===== config.mk =====
export PLATFORM = sky130hd
export DESIGN_NAME = bnc_stack_mem
export DESIGN_NICKNAME = d
export VERILOG_FILES = /design/src/rtl/block_nesting_checker_core_defines.svh /design/src/rtl/bnc_stack_mem.sv
export SDC_FILE = /design/constraint.sdc
export NUM_CORES = 2
export LEC_CHECK = 0
export BUFFER_PORTS_ARGS = -buffer_cell sky130_fd_sc_hd__buf_2
export CAP_MARGIN = 30
export CORE_MARGIN = 10
export CORE_UTILIZATION = 50
export DETAILED_ROUTE_END_ITERATION = 8
export GPL_ROUTABILITY_DRIVEN = 0
export HOLD_SLACK_MARGIN = 0.15
export PLACE_DENSITY_LB_ADDON = 0.2
export REMOVE_ABC_BUFFERS = 1
export SYNTH_ARGS = -nofsm -noshare
export SYNTH_HDL_FRONTEND = slang
export SYNTH_MEMORY_MAX_BITS = 65536
export SYNTH_SLANG_ARGS = --single-unit

===== constraint.sdc =====
create_clock -name clock -period 11.1 [get_ports clock]
set_input_delay 1.11 -clock clock [delete_from_list [all_inputs] [get_ports clock]]
set_output_delay 1.11 -clock clock [all_outputs]
set_load 0.03 [all_outputs]

===== src/rtl/block_nesting_checker_core_defines.svh =====
// Assertion macros shared by the block nesting checker.
`ifndef BLOCK_NESTING_CHECKER_CORE_DEFINES_SVH
`define BLOCK_NESTING_CHECKER_CORE_DEFINES_SVH

// The consequent must hold in the same cycle as the antecedent.
`define BNC_ASSERT_SAME(label, clk, rst, ante, cons, msg) \
   label: assert property (@(posedge clk) disable iff (rst) (ante) |-> (cons)) \
      else $error(msg);

// The consequent must hold in the cycle after the antecedent.
`define BNC_ASSERT_NEXT(label, clk, rst, ante, cons, msg) \
   label: assert property (@(posedge clk) disable iff (rst) (ante) |=> (cons)) \
      else $error(msg);

`endif


===== src/rtl/bnc_stack_mem.sv =====
module bnc_stack_mem #(
   parameter int DEPTH = 128,
   parameter int WIDTH = 39
) (
   input  logic                     clock,
   input  logic                     wr_en,
   input  logic [$clog2(DEPTH)-1:0] wr_addr,
   input  logic [WIDTH-1:0]         wr_data,
   input  logic [$clog2(DEPTH)-1:0] rd_addr,
   output logic [WIDTH-1:0]         rd_data
);

   logic [WIDTH-1:0] mem [DEPTH];

   always_ff @(posedge clock) begin
      if (wr_en) begin
         mem[wr_addr] <= wr_data;
      end
      rd_data <= mem[rd_addr];
   end

endmodule


# == Word-level counts from Yosys, hierarchy flattened ==
# Memories as Yosys holds them, arrays and structs flattened. A register that Yosys moved wholly into a read port is not among the register bits.
# Cells that the tools add are included.
# totals
output_inout_bits,39
mem_count,1
input_bits,55
ram_bits,4992
wordCells,3
reg_bits,0
# classes
n_mux,2
# memory_table
name,words,width,rd,rd_clocked_by_memory_dff,write_ports,line_no,rtl
mem,128,39,1,1,1,bnc_stack_mem.sv:13,logic [WIDTH-1:0] mem [DEPTH];
# ops
op,count
$mux 1,2

# == Depth between registers and ports, before layout ==
# depth
depth_word,2
ltp_mapped,8

# == Least setup slack after synthesis ==
# Ideal clock, no wire load.
# synth_path
kind,input to register
startpoint,input wr_en
endpoint,memory mem[98][0] (enable)
path_stages,3
required_ns,10.616
arrival_time_ns,4.357
setup_slack_ns,6.259
cell_sequence,clkbuf_1 -> nand4_1 -> nor3_1
# synth_between
elab_chain_cells,2
# synth_lines
item,line_no,rtl
start: declaration,bnc_stack_mem.sv:6,"input logic wr_en,"
$mux 1,bnc_stack_mem.sv:16,if (wr_en) begin
$mux 1 (not written as such),bnc_stack_mem.sv:17,mem[wr_addr] <= wr_data;
end: declaration,bnc_stack_mem.sv:13,
# Every way passes these cells.

==> results by group <==
STA
  – Number of hold violations in the final report: 0
  – WHS: 0.414 ns
  – Post-route clock period utilization: 38.6%
  – Number of setup violations in the final report: 0
  – Post-route clock skew: 0.0494 ns
  – Slew of the pin with the lowest slew margin: 1.12 ns
  – Final period demand of the worst path: 4.28 ns
  – Accumulated negative setup slack: 0 ns
  – Unrepaired setup endpoints after global routing: false
  – Peak Freq: 0.233 GHz
  – Max transition margin: between 20% and 30%
  – Max-slew violation total from the final report: 0

Finish
  – Area growth from synthesis to final layout: 13.5%
  – Fin cells: 13205
  – Ratio of cells with drive above 1 in the final layout: 35.0%
  – Nets: 7825

Global routing
  – Number of antenna violations at the first check in global routing: 62
  – Total routing usage reported by global routing: roughly 25%
  – Via count of the first global-routing pass: ~88000
  – Total global routing overflow: 0
  – Global-route wire length before repair: 715000 um
  – Pin count of the biggest net entering global routing: 140

CTS
  – Number of cells upsized or downsized after cts: 0
  – Number of hold buffers added after cts: 0
  – CTS tree: yes
  – Clock network latency to the later pin of the worst-skew pair: ~1.0 ns
  – Clock Path Buffers: 4
  – Clock-pin slew on the worst setup and hold paths: 0.06 ns
  – CTS H-tree lvls: 6
  – # clock sinks: 5031
  – Buffer cell driving the clock tree root: sky130_fd_sc_hd__clkbuf_16
  – Number of post-CTS setup repair buffers: 0
  – Num CTS Buffers: 522

Routing
  – Met2 Wirelength: 248000 um
  – 1st-iter DRT viols: 12711
  – Final routed DRC violation total: 0
  – Max Used Layer: met5
  – WL met3: 48700 um
  – Antenna-violating nets left: 0
  – Average routed wire per standard cell: 38.8 um
  – Total iterations of the first detailed-routing run: 6
  – Met1 wire length: 198000 um
  – Wirelength, routed: 512000 um
  – Via-to-Cell Ratio: roughly 6.6
  – Vias after detailed routing: 86952

Critical path
  – Reg-to-reg startpoint: mem[0][28]
  – Ordered list of cells on the worst path: buf_12 > buf_12 > buf_4 > mux4_2 > mux4_2 > mux4_2 > mux2_2
  – Most prevalent standard cell on the critical path: sky130_fd_sc_hd__mux4_2
  – Class of the most critical setup path: primary input to register
  – Capture point of the worst reg-to-reg path: rd_data[28]
  – Cell count of the worst reg-to-reg path: 4
  – Biggest cell delay along the critical path: 0.75 ns
  – Max Fanout on Critical Path: 81
  – Kind of cell adding the most delay to the critical path: multiplexers
  – Cell at the slowest stage of the critical path: sky130_fd_sc_hd__buf_4
  – Number of buffers and inverters on the critical path: 3
  – Flop2flop setup slack: 8.47 ns
  – Worst EP arrival: 5.18 ns
  – Crit path capture type: register
  – Worst EP required: 12.00 ns
  – Kind of start point of the critical path: primary input

Synth
  – Cell Area, Synth: 190000 sq um
  – Number of warnings issued by yosys: 0
  – Cell type contributing the most total cell area after synthesis: sky130_fd_sc_hd__edfxtp_1
  – Most frequently used cell type in the post-synthesis netlist: sky130_fd_sc_hd__edfxtp_1
  – Number of enable flip-flop cells after synthesis: roughly 5000
  – Syn Inst Count: just over 7000
  – Count of state elements after synthesis: 5031
  – Share of the yosys chip area belonging to registers: 79.2%
  – Mean area per synthesized cell: 26.2 sq um
  – Post-synthesis cell type count: 17
  – Portion of synthesized cell area occupied by the leading cell type: 78.8%
  – Top cell types by occurrence after synthesis: sky130_fd_sc_hd__edfxtp_1, sky130_fd_sc_hd__mux4_2, sky130_fd_sc_hd__clkbuf_1
  – Fraction of synthesis flops using an asynchronous set or reset pin: 0%
  – Cell types occupying the most area after synthesis: sky130_fd_sc_hd__edfxtp_1, sky130_fd_sc_hd__mux4_2, sky130_fd_sc_hd__clkbuf_1, sky130_fd_sc_hd__dfxtp_1, sky130_fd_sc_hd__buf_2
  – Top FF cell, synth: sky130_fd_sc_hd__edfxtp_1

Pwr
  – Total Power: 0.0397 W
  – Cell Pwr Density: 184 nW/um^2
  – Leakage Power: about 66 nW
  – Peak ir drop on the vdd network: 0.154 mV

Floorplanning
  – Number of I/O pins: 94
  – Die X: 637 um
  – Die area: 406000 sq um
  – Core Rows: 226
  – Std-Cell Core Area: 379000 sq um
  – Starting density of the core: 50.2%
  – Vertical die dimension: 637 um

Min path
  – Hold Path Class: primary input to register
  – Worst Hold Path Cells: 1
  – Worst min-delay path startpoint: wr_data[27]
  – End point of the most critical hold path: mem[122][27]

Placed design
  – Number of buffers added on ports: 93
  – Post-DP HPWL: 276000 um
  – Post-placement cell count: 12248

Run status
  – Result of the run: finished, final reports clean

Flow run
  – Number of violations of the max-capacitance limit: 0
-- logic make-up (layout without fill, tap and decap cells) --
kind of cell	count (synthesis)	in the layout	synth area share (%)
buf+inv	383	1287	0.833
flops	5031	5031	79.2
mux	1677	1677	19.6
other cells	0	24	0
simple gates	170	170	0.366
-- report_power, final --
group          internal, W  switching [W]
Sequential          0.0210      0.0000794
Clock              0.00960        0.00716
Combinational     0.000762        0.00115
-- routing by layer --
layer	global-route usage, %	vias to the layer above
met1	35.8	48244
met2	39.8	4735
met4	7.61	14
li1	-	33109
met5	0	-
met3	4.71	850
-- area by class of cell --
cell class	instances	area, sq um
fillers	26761	163000
flip-flops and latches	5031	151000
multi-input cells	1847	39000
clock buffers	688	14100
well taps	5016	6280
repair buffers	368	3710
clock inverters	231	2080
diodes	24	60.1
-- per-stage QoR --
stage	setup slack, ns	utilization (%)	area (sq um)
finish	6.82	57.0	216000
detailed placement	5.68	52.6	199000
global placement	5.69	52.4	199000
global route	6.61	57.0	216000
CTS	6.77	56.9	215000
floorplan	6.29	-	189000
-- worst register-to-register path, stage by stage (launching register included) --
cell and delay (ns):
sky130_fd_sc_hd__edfxtp_1 0.38, sky130_fd_sc_hd__mux4_2 0.50, sky130_fd_sc_hd__mux4_2 0.56, sky130_fd_sc_hd__mux4_2 0.69, sky130_fd_sc_hd__mux2_2 0.36
-- cells in the final DEF, fill, tap and decap left out, types with 3 or more instances in the layout --
cell type                    count
sky130_fd_sc_hd__edfxtp_1     4992
sky130_fd_sc_hd__mux4_2       1638
sky130_fd_sc_hd__clkbuf_16     536
sky130_fd_sc_hd__buf_4         255
sky130_fd_sc_hd__clkbuf_1      141
sky130_fd_sc_hd__nor2_4        119
sky130_fd_sc_hd__clkinv_1       97
sky130_fd_sc_hd__clkinv_2       55
sky130_fd_sc_hd__buf_2          48
sky130_fd_sc_hd__mux2_2         39
sky130_fd_sc_hd__dfxtp_1        39
sky130_fd_sc_hd__buf_16         37
sky130_fd_sc_hd__bufinv_16      28
sky130_fd_sc_hd__buf_12         25
sky130_fd_sc_hd__diode_2        24
sky130_fd_sc_hd__inv_6          24
sky130_fd_sc_hd__clkinv_8       17
sky130_fd_sc_hd__nand2_1        14
sky130_fd_sc_hd__clkbuf_8       11
sky130_fd_sc_hd__nor3_2          9
sky130_fd_sc_hd__nand3_1         8
sky130_fd_sc_hd__nor2b_1         7
sky130_fd_sc_hd__clkinvlp_4      7
sky130_fd_sc_hd__nand3_2         4
sky130_fd_sc_hd__nor2_1          3
sky130_fd_sc_hd__nand4_1         3
sky130_fd_sc_hd__inv_16          3
-- worst max-delay path by stage --
stage | slack (ns) | endpoint | start | cells after the start
floorplan | 6.29 | mem[102][0] | wr_addr[3] | 3
global placement | 5.69 | rd_data[2] | rd_addr[0] | 7
detailed placement | 5.68 | rd_data[30] | rd_addr[0] | 7
CTS | 6.77 | rd_data[30] | rd_addr[0] | 7
global route | 6.61 | rd_data[34] | rd_addr[0] | 7
finish | 6.82 | rd_data[0] | rd_addr[2] | 7
-- state kept, by name (all words and copies together), names as in the netlist --
| signal | flops |
|---|---|
| mem | 4992 |
| rd_data | 39 |
No activity file was read; power rests on OpenSTA's default activity.
