**src/rtl/block_nesting_checker_core_defines.svh**
```systemverilog
// Assertion macros shared by the block nesting checker.
`ifndef BLOCK_NESTING_CHECKER_CORE_DEFINES_SVH
`define BLOCK_NESTING_CHECKER_CORE_DEFINES_SVH

// The consequent must hold in the same cycle as the antecedent.
`define BNC_ASSERT_SAME(label, clk, rst, ante, cons, msg) \
   label: assert property (@(posedge clk) disable iff (rst) (ante) |-> (cons)) \
      else $error(msg);

// The consequent must hold in the cycle after the antecedent.
`define BNC_ASSERT_NEXT(label, clk, rst, ante, cons, msg) \
   label: assert property (@(posedge clk) disable iff (rst) (ante) |=> (cons)) \
      else $error(msg);

`endif

```
**src/rtl/bnc_pkg.sv**
```systemverilog
package bnc_pkg;

   // Statement kind codes as classified upstream.
   localparam logic [4:0] KIND_OTHER     = 5'd0;
   localparam logic [4:0] KIND_IF_HDR    = 5'd1;
   localparam logic [4:0] KIND_IF_INLINE = 5'd2;
   localparam logic [4:0] KIND_THEN      = 5'd3;
   localparam logic [4:0] KIND_ELSE      = 5'd4;
   localparam logic [4:0] KIND_ENDIF     = 5'd5;
   localparam logic [4:0] KIND_CASE_HDR  = 5'd6;
   localparam logic [4:0] KIND_CASE      = 5'd7;
   localparam logic [4:0] KIND_OTHERWISE = 5'd8;
   localparam logic [4:0] KIND_ENDCASE   = 5'd9;
   localparam logic [4:0] KIND_FOR_HDR   = 5'd10;
   localparam logic [4:0] KIND_FOR_STEP  = 5'd11;
   localparam logic [4:0] KIND_NEXT      = 5'd12;
   localparam logic [4:0] KIND_WHILE     = 5'd13;
   localparam logic [4:0] KIND_ENDWHILE  = 5'd14;
   localparam logic [4:0] KIND_REPEAT    = 5'd15;
   localparam logic [4:0] KIND_UNTIL     = 5'd16;
   localparam logic [4:0] KIND_TRY       = 5'd17;
   localparam logic [4:0] KIND_EXCEPT    = 5'd18;
   localparam logic [4:0] KIND_ENDTRY    = 5'd19;
   localparam logic [4:0] KIND_PROC      = 5'd20;
   localparam logic [4:0] KIND_ENDPROC   = 5'd21;
   localparam logic [4:0] KIND_FUNC      = 5'd22;
   localparam logic [4:0] KIND_ENDFUNC   = 5'd23;
   localparam logic [4:0] KIND_CONTINUE  = 5'd24;
   localparam logic [4:0] KIND_BREAK     = 5'd25;
   localparam logic [4:0] KIND_RETURN    = 5'd26;
   localparam logic [4:0] KIND_END       = 5'd27;

   typedef enum logic [2:0] {
      BLK_IF, BLK_CASE, BLK_FOR, BLK_WHILE, BLK_REPEAT, BLK_TRY, BLK_PROC, BLK_FUNC
   } block_type;

   typedef enum logic [3:0] {
      ERR_NONE, ERR_TOO_DEEP, ERR_NO_HEADER, ERR_DUP_TAG, ERR_NO_THEN,
      ERR_OTHERWISE_FIRST, ERR_SUB_NESTED, ERR_NO_LOOP, ERR_RETURN_OUTSIDE,
      ERR_UNCLOSED
   } error_type;

   typedef enum logic [2:0] {
      LINK_NONE, LINK_OWN, LINK_TOP, LINK_LOOP, LINK_BASE
   } link_sel_type;

   // Fields of the top stack entry that the decision logic looks at.
   typedef struct packed {
      block_type  blk;
      logic [1:0] tag;
      logic       ow;
      logic       loop_valid;
   } top_info_type;

   // Actions decided for one transaction.
   typedef struct packed {
      logic         push;
      logic         pop;
      logic         upd_top;
      block_type    push_blk;
      logic [1:0]   tag_next;
      logic         ow_next;
      link_sel_type link_sel;
      error_type    err;
   } ctrl_type;

   function automatic logic is_loop(block_type blk);
      return (blk == BLK_FOR) || (blk == BLK_WHILE) || (blk == BLK_REPEAT);
   endfunction

   function automatic logic is_sub(block_type blk);
      return (blk == BLK_PROC) || (blk == BLK_FUNC);
   endfunction

endpackage

```
**src/rtl/bnc_decide.sv**
```systemverilog
module bnc_decide (
   input  logic [4:0]            kind,
   input  bnc_pkg::error_type    sticky,
   input  logic                  depth_zero,
   input  logic                  depth_full,
   input  bnc_pkg::top_info_type top,
   input  logic                  base_is_sub,
   output bnc_pkg::ctrl_type     ctrl
);

   always_comb begin
      bnc_pkg::block_type want;
      logic [1:0]         init_tag;
      logic [1:0]         bumped;
      logic               top_match;

      want     = bnc_pkg::BLK_IF;
      init_tag = 2'd1;
      case (kind)
         bnc_pkg::KIND_IF_INLINE: init_tag = 2'd2;
         default: init_tag = 2'd1;
      endcase

      // Block kind a header opens or a tag or ender expects on top.
      case (kind) inside
         bnc_pkg::KIND_IF_HDR, bnc_pkg::KIND_IF_INLINE, bnc_pkg::KIND_THEN,
         bnc_pkg::KIND_ELSE, bnc_pkg::KIND_ENDIF: want = bnc_pkg::BLK_IF;
         bnc_pkg::KIND_CASE_HDR, bnc_pkg::KIND_CASE, bnc_pkg::KIND_OTHERWISE,
         bnc_pkg::KIND_ENDCASE: want = bnc_pkg::BLK_CASE;
         bnc_pkg::KIND_FOR_HDR, bnc_pkg::KIND_FOR_STEP,
         bnc_pkg::KIND_NEXT: want = bnc_pkg::BLK_FOR;
         bnc_pkg::KIND_WHILE, bnc_pkg::KIND_ENDWHILE: want = bnc_pkg::BLK_WHILE;
         bnc_pkg::KIND_REPEAT, bnc_pkg::KIND_UNTIL: want = bnc_pkg::BLK_REPEAT;
         bnc_pkg::KIND_TRY, bnc_pkg::KIND_EXCEPT,
         bnc_pkg::KIND_ENDTRY: want = bnc_pkg::BLK_TRY;
         bnc_pkg::KIND_PROC, bnc_pkg::KIND_ENDPROC: want = bnc_pkg::BLK_PROC;
         bnc_pkg::KIND_FUNC, bnc_pkg::KIND_ENDFUNC: want = bnc_pkg::BLK_FUNC;
         default: want = bnc_pkg::BLK_IF;
      endcase

      top_match = !depth_zero && (top.blk == want);
      bumped    = (top.tag == 2'd3) ? 2'd3 : top.tag + 2'd1;

      ctrl.push     = 1'b0;
      ctrl.pop      = 1'b0;
      ctrl.upd_top  = 1'b0;
      ctrl.push_blk = want;
      ctrl.tag_next = bumped;
      ctrl.ow_next  = top.ow;
      ctrl.link_sel = bnc_pkg::LINK_NONE;
      ctrl.err      = bnc_pkg::ERR_NONE;

      if (sticky != bnc_pkg::ERR_NONE) begin
         ctrl.err = sticky;
      end else begin
         case (kind) inside
            bnc_pkg::KIND_IF_HDR, bnc_pkg::KIND_IF_INLINE, bnc_pkg::KIND_CASE_HDR,
            bnc_pkg::KIND_FOR_HDR, bnc_pkg::KIND_FOR_STEP, bnc_pkg::KIND_WHILE,
            bnc_pkg::KIND_REPEAT, bnc_pkg::KIND_TRY: begin
               if (depth_full) begin
                  ctrl.err = bnc_pkg::ERR_TOO_DEEP;
               end else begin
                  ctrl.push     = 1'b1;
                  ctrl.tag_next = init_tag;
                  ctrl.link_sel = bnc_pkg::LINK_OWN;
               end
            end
            bnc_pkg::KIND_THEN, bnc_pkg::KIND_EXCEPT, bnc_pkg::KIND_ELSE: begin
               if (!top_match) begin
                  ctrl.err = bnc_pkg::ERR_NO_HEADER;
               end else if (top.tag != ((kind == bnc_pkg::KIND_ELSE) ? 2'd2 : 2'd1)) begin
                  ctrl.err = bnc_pkg::ERR_DUP_TAG;
               end else begin
                  ctrl.upd_top  = 1'b1;
                  ctrl.link_sel = bnc_pkg::LINK_TOP;
               end
            end
            bnc_pkg::KIND_ENDIF: begin
               if (!top_match) begin
                  ctrl.err = bnc_pkg::ERR_NO_HEADER;
               end else if (top.tag == 2'd1) begin
                  ctrl.err = bnc_pkg::ERR_NO_THEN;
               end else begin
                  ctrl.pop      = 1'b1;
                  ctrl.link_sel = bnc_pkg::LINK_TOP;
               end
            end
            bnc_pkg::KIND_CASE: begin
               if (!top_match) begin
                  ctrl.err = bnc_pkg::ERR_NO_HEADER;
               end else begin
                  ctrl.upd_top  = 1'b1;
                  ctrl.link_sel = bnc_pkg::LINK_TOP;
               end
            end
            bnc_pkg::KIND_OTHERWISE: begin
               if (!top_match) begin
                  ctrl.err = bnc_pkg::ERR_NO_HEADER;
               end else if (top.tag == 2'd1) begin
                  ctrl.err = bnc_pkg::ERR_OTHERWISE_FIRST;
               end else if (top.ow) begin
                  ctrl.err = bnc_pkg::ERR_DUP_TAG;
               end else begin
                  ctrl.upd_top  = 1'b1;
                  ctrl.ow_next  = 1'b1;
                  ctrl.link_sel = bnc_pkg::LINK_TOP;
               end
            end
            bnc_pkg::KIND_ENDCASE, bnc_pkg::KIND_NEXT, bnc_pkg::KIND_ENDWHILE,
            bnc_pkg::KIND_UNTIL, bnc_pkg::KIND_ENDTRY, bnc_pkg::KIND_ENDPROC,
            bnc_pkg::KIND_ENDFUNC: begin
               if (!top_match) begin
                  ctrl.err = bnc_pkg::ERR_NO_HEADER;
               end else begin
                  ctrl.pop      = 1'b1;
                  ctrl.link_sel = bnc_pkg::LINK_TOP;
               end
            end
            bnc_pkg::KIND_PROC, bnc_pkg::KIND_FUNC: begin
               if (!depth_zero) begin
                  ctrl.err = bnc_pkg::ERR_SUB_NESTED;
               end else begin
                  ctrl.push     = 1'b1;
                  ctrl.tag_next = init_tag;
                  ctrl.link_sel = bnc_pkg::LINK_OWN;
               end
            end
            bnc_pkg::KIND_CONTINUE, bnc_pkg::KIND_BREAK: begin
               if (depth_zero || !top.loop_valid) begin
                  ctrl.err = bnc_pkg::ERR_NO_LOOP;
               end else begin
                  ctrl.link_sel = bnc_pkg::LINK_LOOP;
               end
            end
            bnc_pkg::KIND_RETURN: begin
               if (depth_zero || !base_is_sub) begin
                  ctrl.err = bnc_pkg::ERR_RETURN_OUTSIDE;
               end else begin
                  ctrl.link_sel = bnc_pkg::LINK_BASE;
               end
            end
            bnc_pkg::KIND_END: begin
               if (!depth_zero) begin
                  ctrl.err = bnc_pkg::ERR_UNCLOSED;
               end
            end
            default: begin
            end
         endcase
      end
   end

endmodule
```
**config.mk**
```make
export PLATFORM = sky130hd
export DESIGN_NAME = bnc_decide
export DESIGN_NICKNAME = d
export VERILOG_FILES = /design/src/rtl/block_nesting_checker_core_defines.svh /design/src/rtl/bnc_pkg.sv /design/src/rtl/bnc_decide.sv
export SDC_FILE = /design/constraint.sdc
export NUM_CORES = 1
export LEC_CHECK = 0
export BUFFER_PORTS_ARGS = -buffer_cell sky130_fd_sc_hd__buf_4
export CAP_MARGIN = 20
export CORE_MARGIN = 2
export CORE_UTILIZATION = 51
export DETAILED_ROUTE_END_ITERATION = 8
export PLACE_DENSITY = 0.95
export SYNTH_ARGS = -nofsm -noshare
export SYNTH_HDL_FRONTEND = slang
export SYNTH_SLANG_ARGS = --single-unit
```
**constraint.sdc**
```tcl
create_clock -name vclk -period 3.4
set_input_delay 0.51 -clock vclk [all_inputs]
set_output_delay 0.51 -clock vclk [all_outputs]
set_load 0.02 [all_outputs]
```
---- Yosys cells after proc, flatten, opt, wreduce, memory -nomap -nowiden ----
Index checks and enable logic that the tools add are counted.
cells by class
  mux-type cells .......................... 100
  equal/unequal tests ..................... 31
  reductions and logical operators ........ 20
  add/sub/neg operators ................... 1
operator list
  cell                 count
  $mux 4               18
  $mux 3               23
  $eq 5x5->1 const B   12
  $mux 2               22
  $eq 5x4->1 const B   8
  $mux 1               36
  $eq 5x3->1 const B   4
  $reduce_or 2->1      6
  $eq 5x2->1 const B   2
  $reduce_or 3->1      3
  $reduce_or 8->1      1
  $reduce_or 7->1      1
  $mux 6               1
  $eq 5x1->1 const B   1
  $reduce_or 5->1      1
  $reduce_bool 4->1    1
  $reduce_or 4->1      1
  $eq 3x3->1           1
  $logic_not 1->1      3
  $add 2x1->2 const B  1
  $eq 2x1->1 const B   1
  $eq 2x2->1 const B   1
  $logic_or 1x1->1     2
  $ne 2x2->1           1
  $logic_and 1x1->1    1
word-level totals
  bits in registers ....................... 0

---- Depth between registers and ports, before layout ----
  depth after elaboration ................. 20
  gate-level depth with buffers ........... 10

---- Worst setup path after synthesis ----
No wires, ideal clock.
  path type ............................... input to output
  from .................................... in kind[4]
  to ...................................... out ctrl[5] in the netlist's numbering
  setup slack ............................. 0.308 ns
  cell stages on the path ................. 8
  arrival time ............................ 2.582 ns
  required time ........................... 2.890 ns
  buffers on the path ..................... 2
  cell sequence ........................... buf_2 -> and4bb_1 -> a211o_1 -> or3_1 -> a211oi_2 -> buf_6 -> nand2_1 -> a311oi_1
RTL lines
  item             line             source
  start, declared  bnc_decide.sv:2  input logic [4:0] kind,
  end, declared    bnc_decide.sv:8  output bnc_pkg::ctrl_type ctrl

==> reports/results.txt <==
IO buf count: 35
die width: 43.0 µm
total power: 0.125 mW
Max Slew Vio Count: 0
CP Max Fanout: 15
TNS Setup: 0 ps
max capacitance violation total: 0
Routed WL: 2.42 mm
most frequent cells in the layout: 38 x buf_4, 22 x nand2_1, 11 x nor2_1, 9 x nand2b_1, 9 x a21oi_1
cell taking the most area after synthesis: nand2_1
sequential-to-total area share from yosys stat: 0
number of gates resized after cts: 0
register area: 0 µm²
Synth top area share: 0.106
DRC marker count from the first detailed-route iteration: 60
Worst Path Required: 2890 ps
drt first pass iters: 4
number of setup buffers added after CTS: 0
Ys Warns: 0
initial antenna violation count: 0
die area: 1850 µm²
most common cell after layout, fill and taps aside: buf_4
layout cells sized above 1: 0.306
Die H: 43.0 µm
IO Count: 35
Highest Clock Rate: 322 MHz
Rel. slew slack: 0.711
grt total ovfl: 0
Critical Path AT: 2590 ps
LEAKAGE: 0.447 nW
crit path time final: 3100 ps
Worst VDD drop: 0.0842 mV
RSZ-0062 raised after global routing: false
wire length per cell: 14.0 µm
vias in the first global route: 956
ANT nets after route: 0
# DRC: 0
synth unique cells: 46
Clock Buffer Count: 0
CP startpoint kind: primary input
Seq cells: 0
Final Wtd Congestion: 0.938
# setup viols final: 0
Avg Cell Area, Syn: 6.07 µm²
effective utilization at floorplan: 0.528
via/cell ratio: 6.37
row count: 14
CTS Hold Bufs: 0
Power Density: 121 nW/µm²
largest net degree at the start of global routing: 22
crit end category: output pin
Setup CP Type: in -> out
Nets: 178
vias: 1102
status: finished clean
dpl hpwl: 1.87 mm
area grow syn2layout: 32.7%
Post-Syn Area: 777 µm²
core area: 1470 µm²
Post-Syn Nets: 147
Synth Instances: 128
first-pass GRT wire length: 4.13 mm
Hold Fails Final Rpt: 0
Hold WC Path Type: in -> out
n_diodes: 0
worst slew pin tran: 432 ps
period utilization: 0.912
top post-synthesis cells by area: nand2_1 11%, nand2b_1 7.2%, a21oi_1 5.8%
GRT Total Usage: 0.272
==> cells in the mapped netlist, types with 2 or more instances <==
cell type,count
nand3b_1,3
nand2b_1,9
buf_2,5
a211oi_2,2
nor4_1,2
nor2_1,11
nand3_1,3
nor4bb_1,2
o21ai_0,8
o22ai_1,2
a21oi_1,9
o22a_1,2
nor2b_1,7
nand2_1,22
nor3_1,3
a31oi_1,3
or2_2,3
o31ai_1,3
o21bai_1,2
==> critical path: stages <==
cell      delay, ps
buf_4           170
nor2b_1         410
a32o_1          300
xor2_1          200
a211oi_2         50
buf_4           180
a21oi_1         300
a211oi_2         60
o31ai_1         240
buf_4           180
==> path summary, 6_finish.rpt <==
path	from	endpoint	slack [ps]	cells past startpoint
setup / recovery	kind[3]	ctrl[1]	300	10
hold / removal	sticky[1]	ctrl[1]	1330	4
==> layer usage <==
layer  track usage  wire length (µm)  vias up
met4        0.0485                32        0
met5             0                 0        -
li1              -                 -      539
met2         0.467              1230       47
met1         0.380              1020      512
met3       0.00851               137        4
==> kinds of logic (layout without fill, tap and decap cells) <==
group,after synthesis,count (layout),share of synthesized area
muxes,1,1,0.0129
buffers and inverters,10,39,0.0708
xor gates and xnor gates,1,1,0.0113
AOI/OAI and AO/OA,45,45,0.420
and+or+nand+nor,71,71,0.485
==> final cells by class <==
| cell class | count | area (µm²) |
|---|---|---|
| fillers | 123 | 440 |
| multi-input cells | 118 | 722 |
| repair buffers | 38 | 285 |
| well taps | 16 | 20.0 |
| inverters | 1 | 3.75 |
==> power breakdown <==
group          internal [mW]  switching, mW  total, mW
logic                 0.0559         0.0687      0.125
clock network              0              0          0
registers                  0              0          0
==> stage by stage <==
stage / instances / instance area (µm²) / utilization / setup slack [ps] / hold slack, ps
2_1_floorplan: 128 / 777 / - / 308 / 1160
3_3_place_gp: 173 / 1030 / 0.701 / 404 / 1320
3_5_place_dp: 173 / 1030 / 0.701 / 345 / 1320
4_1_cts: 173 / 1030 / 0.701 / 349 / 1320
5_1_grt: 173 / 1030 / 0.701 / 189 / 1340
6_report: 173 / 1030 / 0.701 / 299 / 1330
No activity file was read; power rests on OpenSTA's default activity.
